===== src/sv/rcm_pkg.sv =====
// Package: types and constants of the rotor cipher machine
`default_nettype none
package rcm_pkg;
    localparam int SlotCount    = 5;
    localparam int RotorLibrary = 16;
    localparam int Alphabet     = 26;
    localparam int LW = 5;
    localparam int RW = 4;
    localparam int SW = 3;
    localparam int MapDepth = RotorLibrary * Alphabet;
    localparam int MW = $clog2(MapDepth);

    localparam logic [1:0] CMD_MAP    = 2'd0;
    localparam logic [1:0] CMD_ATTR   = 2'd1;
    localparam logic [1:0] CMD_LETTER = 2'd2;

    localparam logic [1:0] SEL_PLUG_FWD  = 2'd0;
    localparam logic [1:0] SEL_PLUG_BWD  = 2'd1;
    localparam logic [1:0] SEL_ROTOR_FWD = 2'd2;
    localparam logic [1:0] SEL_ROTOR_BWD = 2'd3;

    localparam logic [2:0] REG_SLOTS = 3'd0;
    localparam logic [2:0] REG_FAST  = 3'd1;
    localparam logic [2:0] REG_MODE  = 3'd2;
    localparam logic [2:0] REG_ROTOR = 3'd3;
    localparam logic [2:0] REG_RING  = 3'd4;
    localparam logic [2:0] REG_START = 3'd5;

    typedef logic [LW-1:0] t_letter;

    // (a + b) mod Alphabet for a, b below Alphabet
    function automatic t_letter add_mod(input t_letter a, input t_letter b);
        logic [LW:0] s;
        s = {1'b0, a} + {1'b0, b};
        if (s >= (LW+1)'(Alphabet)) s = s - (LW+1)'(Alphabet);
        return s[LW-1:0];
    endfunction

    // (a - b) mod Alphabet for a, b below Alphabet
    function automatic t_letter sub_mod(input t_letter a, input t_letter b);
        logic [LW:0] s;
        s = {1'b0, a} + (LW+1)'(Alphabet) - {1'b0, b};
        if (s >= (LW+1)'(Alphabet)) s = s - (LW+1)'(Alphabet);
        return s[LW-1:0];
    endfunction

    // Reduce a five-bit field modulo Alphabet
    function automatic t_letter red_mod(input t_letter a);
        return (a >= LW'(Alphabet)) ? LW'(a - LW'(Alphabet)) : a;
    endfunction
endpackage
`default_nettype wire


===== src/sv/rcm_maps.sv =====
// Wiring memories: plugboard and rotor maps behind a single shared read port
`default_nettype none
module rcm_maps (
    input  wire logic                   i_clk,
    input  wire logic                   i_we,
    input  wire logic [1:0]             i_wsel,
    input  wire logic [rcm_pkg::MW-1:0] i_waddr,
    input  wire rcm_pkg::t_letter       i_wdata,
    input  wire logic                   i_rd_rotor,
    input  wire logic                   i_rd_bwd,
    input  wire logic [rcm_pkg::MW-1:0] i_raddr,
    output      rcm_pkg::t_letter       o_rdata
);
    import rcm_pkg::*;

    t_letter r_plug_fwd [Alphabet];
    t_letter r_plug_bwd [Alphabet];
    t_letter r_rot_fwd  [MapDepth];
    t_letter r_rot_bwd  [MapDepth];
    t_letter r_pf_q, r_pb_q, r_rf_q, r_rb_q;
    logic    r_rotor_q, r_bwd_q;
    logic [LW-1:0] w_pidx, w_ridx;

    assign w_pidx = i_waddr[LW-1:0];
    assign w_ridx = i_raddr[LW-1:0];

    // Write one entry
    always_ff @(posedge i_clk) begin
        if (i_we) begin
            unique case (i_wsel)
                SEL_PLUG_FWD:  r_plug_fwd[w_pidx] <= i_wdata;
                SEL_PLUG_BWD:  r_plug_bwd[w_pidx] <= i_wdata;
                SEL_ROTOR_FWD: r_rot_fwd[i_waddr] <= i_wdata;
                SEL_ROTOR_BWD: r_rot_bwd[i_waddr] <= i_wdata;
                default: ;
            endcase
        end
    end

    // Registered reads
    always_ff @(posedge i_clk) begin
        r_pf_q    <= r_plug_fwd[w_ridx];
        r_pb_q    <= r_plug_bwd[w_ridx];
        r_rf_q    <= r_rot_fwd[i_raddr];
        r_rb_q    <= r_rot_bwd[i_raddr];
        r_rotor_q <= i_rd_rotor;
        r_bwd_q   <= i_rd_bwd;
    end

    assign o_rdata = r_rotor_q ? (r_bwd_q ? r_rb_q : r_rf_q)
                               : (r_bwd_q ? r_pb_q : r_pf_q);
endmodule
`default_nettype wire


===== config.mk =====
export PLATFORM = sky130hd
export DESIGN_NAME = rcm_maps
export DESIGN_NICKNAME = d
export VERILOG_FILES = /design/src/sv/rcm_pkg.sv /design/src/sv/rcm_maps.sv
export SDC_FILE = /design/constraint.sdc
export NUM_CORES = 2
export LEC_CHECK = 0
export BUFFER_PORTS_ARGS = -buffer_cell sky130_fd_sc_hd__buf_4
export CAP_MARGIN = 20
export CORE_UTILIZATION = 40
export CTS_BUF_LIST = sky130_fd_sc_hd__clkbuf_16
export CTS_CLUSTER_DIAMETER = 60
export CTS_CLUSTER_SIZE = 24
export DETAILED_ROUTE_END_ITERATION = 16
export PLACE_DENSITY_LB_ADDON = 0.3
export SETUP_SLACK_MARGIN = 0.05
export SLEW_MARGIN = 20
export SYNTH_ARGS = -nofsm -noshare
export SYNTH_HDL_FRONTEND = slang
export SYNTH_MEMORY_MAX_BITS = 65536
export SYNTH_SLANG_ARGS = --single-unit
export TNS_END_PERCENT = 100

===== constraint.sdc =====
create_clock -name i_clk -period 2.8 [get_ports i_clk]
set_input_delay 0.14 -clock i_clk [delete_from_list [all_inputs] [get_ports i_clk]]
set_output_delay 0.14 -clock i_clk [all_outputs]
set_load 0.01 [all_outputs]

==> flow_summary.toml <==
[floorplan]
die_w_um = 661.6
core_mm2 = 0.4321
start_util = 0.4028
num_io_pins = 34
dieArea_mm2 = 0.4377
rows = 241
die_y_um = 661.6

[sta]
worst_pin_slew_ps = 1054
finalMaxSlewViolations = 0
slew_headroom = 0.2974
rsz0062_at_grt = "no"
timing.fmax_mhz = 367.1
timing.final.ws_setup_ps = 76.24
hold_viol_final = 0
fin_crit_sh = 0.9728
setup_viol = 0
fin_crit_ps = 2724
skew_ps = 57.65

[critical_path]
r2r_end = "r_rb_q[4]"
cp_cell_sequence = "mux4_2 -> mux4_2 -> nor2_1 -> buf_4 -> nor4_1 -> buf_12 -> nand4_1 -> o22ai_2 -> buf_4 -> a41o_1"
worstSetupEndpointType = "flop"
slowest_delay_ps = 490
r2r_cells = 10
required_ps = 3660
crit_buf_inv = 3
worst_path_max_delay_cell = "mux4_2"
arrival_ps = 3580
r2r_slack_ps = 80
critical_path_class = "reg -> reg"
cpLargestDelayFamily = "multiplexers"
cp_max_fo = 1
r2r_start = "r_rot_bwd[223][4]"
start_kind = "flop"

[place]
gp_congestion = 0.8542
place_ws_ps = -1036
dp_hpwl_mm = 295.0
io_buffers = 33
placed_area_mm2 = 0.1861

[clocking]
htreeDepth = 5
clkSinkCount = 4442
numCtsBuffers = 313
cts_buffer_depth = 4
cts_tree = "done"
clk_latency_ps = 970
clockRootBuffer = "clkbuf_16"
clkTransAtPathRegs_ps = 90

[yosys]
syn_inst = 8748
avgSynthCellArea_um2 = 19.89
ys_warn_count = 0
async_flop_share = 0
syn_nets = 8777
synth_top_area_cell = "edfxtp_1"
syn_area_mm2 = 0.1740
synth_area_leaders = "edfxtp_1 76%, mux4_2 11%, mux2i_1 3.8%"
synth_ff_type = "edfxtp_1"
synth_top_area_frac = 0.7627
synth_edf_count = 4420
synth_cell_type_count = 50
ys_seq_elements = 4442
yosysSeqAreaShare = 0.7652

[job]
drv_cap = 0

[power]
power_w = 0.1301
vdd_drop_max_uv = 488.2
cellLeakagePower_nw = 61.83
powerDensity_mw_per_mm2 = 658.9

[final_layout]
layout-drive-gt1-share = 0.2351
post-route-util = 0.4571
nets = 9248
area_delta_synth_final_pct = 13.50
fin_area_mm2 = 0.1975

[grt]
met2_usage = 0.3300
grt_pass1_vias = 89660
met3_usage = 0.02974
gr-total-overflow = 0
antenna_found_initial = 36
grt.busiest_layer = "met2"
grt_max_degree = 124
track_usage = 0.2035
grt_use_met1 = 0.2839
grt_first_pass_wirelength_mm = 648.0

[route]
drt_iter0_markers = 10400
vias_per_cell = 5.805
drc = 0
wl_per_cell_um = 29.64
dr.pass1.iters = 8
wl_mm = 450.8
vias = 88280
ant_nets = 0

[min_path]
min_from = "i_wsel[1]"
min_to = "r_plug_bwd[25][0]"
holdCritPathClass = "in -> reg"
whs_path_depth = 3

[status]
outcome = "finished clean"
cells by family (layout without fill, tap and decap cells):
family	Yosys count	after routing	share of synthesized area
flops	4442	4442	0.7652
simple gates	1341	1341	0.03194
other cells	0	14	0
mux	1560	1560	0.1526
compound gates	792	792	0.03196
buf+inv	613	1349	0.01835
worst max-delay path by stage:
stage / from / endpoint / slack (ps) / depth (start not counted)
after floorplan: i_raddr[1] / r_pb_q[0] / 520 / 8
after global placement: i_raddr[0] / r_rf_q[4] / -1220 / 11
after detailed placement: i_raddr[0] / r_rf_q[4] / -1040 / 11
after CTS: r_rot_bwd[207][4] / r_rb_q[4] / 60 / 10
after global routing: r_rot_bwd[207][4] / r_rb_q[4] / 50 / 10
final: r_rot_bwd[223][4] / r_rb_q[4] / 80 / 10
sequential cells by signal, indices dropped and copies added, names as in the netlist, 5 cells and up:
register / flops
r_pb_q: 5
r_rb_q: 5
r_pf_q: 5
r_rot_fwd: 2080
r_rf_q: 5
r_plug_fwd: 130
r_plug_bwd: 130
r_rot_bwd: 2080
layer usage:
layer | up-vias | part of all wire
met5 | - | 0.00018
met4 | 14 | 0.035
met3 | 681 | 0.075
met2 | 3747 | 0.48
met1 | 46900 | 0.41
li1 | 36940 | -
stage by stage:
step	TNS (ps)	hold WS [ps]	std cells
floorplan	0	167.7	8748
global placement	-9348	244.4	14590
detailed placement	-8657	249.1	14590
CTS	0	43.31	15190
global route	0	149.9	15200
finish	0	125.5	15210
Yosys cell counts (44+ instances only):
cell type / n
nor2_1: 974
clkbuf_1: 287
buf_6: 44
buf_4: 87
edfxtp_1: 4420
o22ai_1: 209
nor3_1: 109
o221ai_1: 220
o21ai_0: 54
buf_1: 47
mux4_2: 872
nand2_1: 108
mux2i_1: 669
a211oi_1: 111
buf_2: 122
a21oi_1: 130
cell usage in the layout (no fill, tap or decap), drive strengths merged, types with 14 or more instances in the layout:
cell type / n
clkbuf: 321
nor3: 109
nor4: 20
and2: 19
clkinv: 106
buf: 729
nor2b: 40
mux2i: 669
bufinv: 17
edfxtp: 4420
nand4: 19
nor2: 974
dlygate4sd3: 20
o221ai: 220
inv: 139
o31ai: 19
diode: 14
mux4: 872
nand2: 109
o22ai: 209
o21ai: 55
dfxtp: 22
clkinvlp: 17
a21oi: 130
nand2b: 18
a211oi: 111
o32ai: 19
mux2: 19
where the power goes:
| part | internal [W] | switching [W] |
|---|---|---|
| registers | 0.0730 | 0.000136 |
| clock network | 0.0241 | 0.0255 |
| logic | 0.00289 | 0.00450 |
area by class of cell:
class                           count  area, µm²
Tap cell                         5710       7144
Sequential cell                  4442     133200
Clock inverter                    260       3181
Antenna cell                       14      35.03
Clock buffer                      320       8008
Fill cell                       35720     234600
Inverter                           19      78.83
Timing Repair Buffer              750       7978
Multi-Input combinational cell   3693      37930
timing repair:
item,4_1_cts,5_1_grt
gates resized for setup,2,4
hold buffers,20,0
endpoints found under the setup margin,2,5
pin swaps,0,2
endpoints found under the hold margin,1509,0
setup buffers,0,0
worst min-delay path: cells and delay by family:
kind                   cells  cell delay [ps]
and+or+nand+nor            2              660
buffers and inverters      1               90
Note: power is estimated with default switching activity, not from simulation.
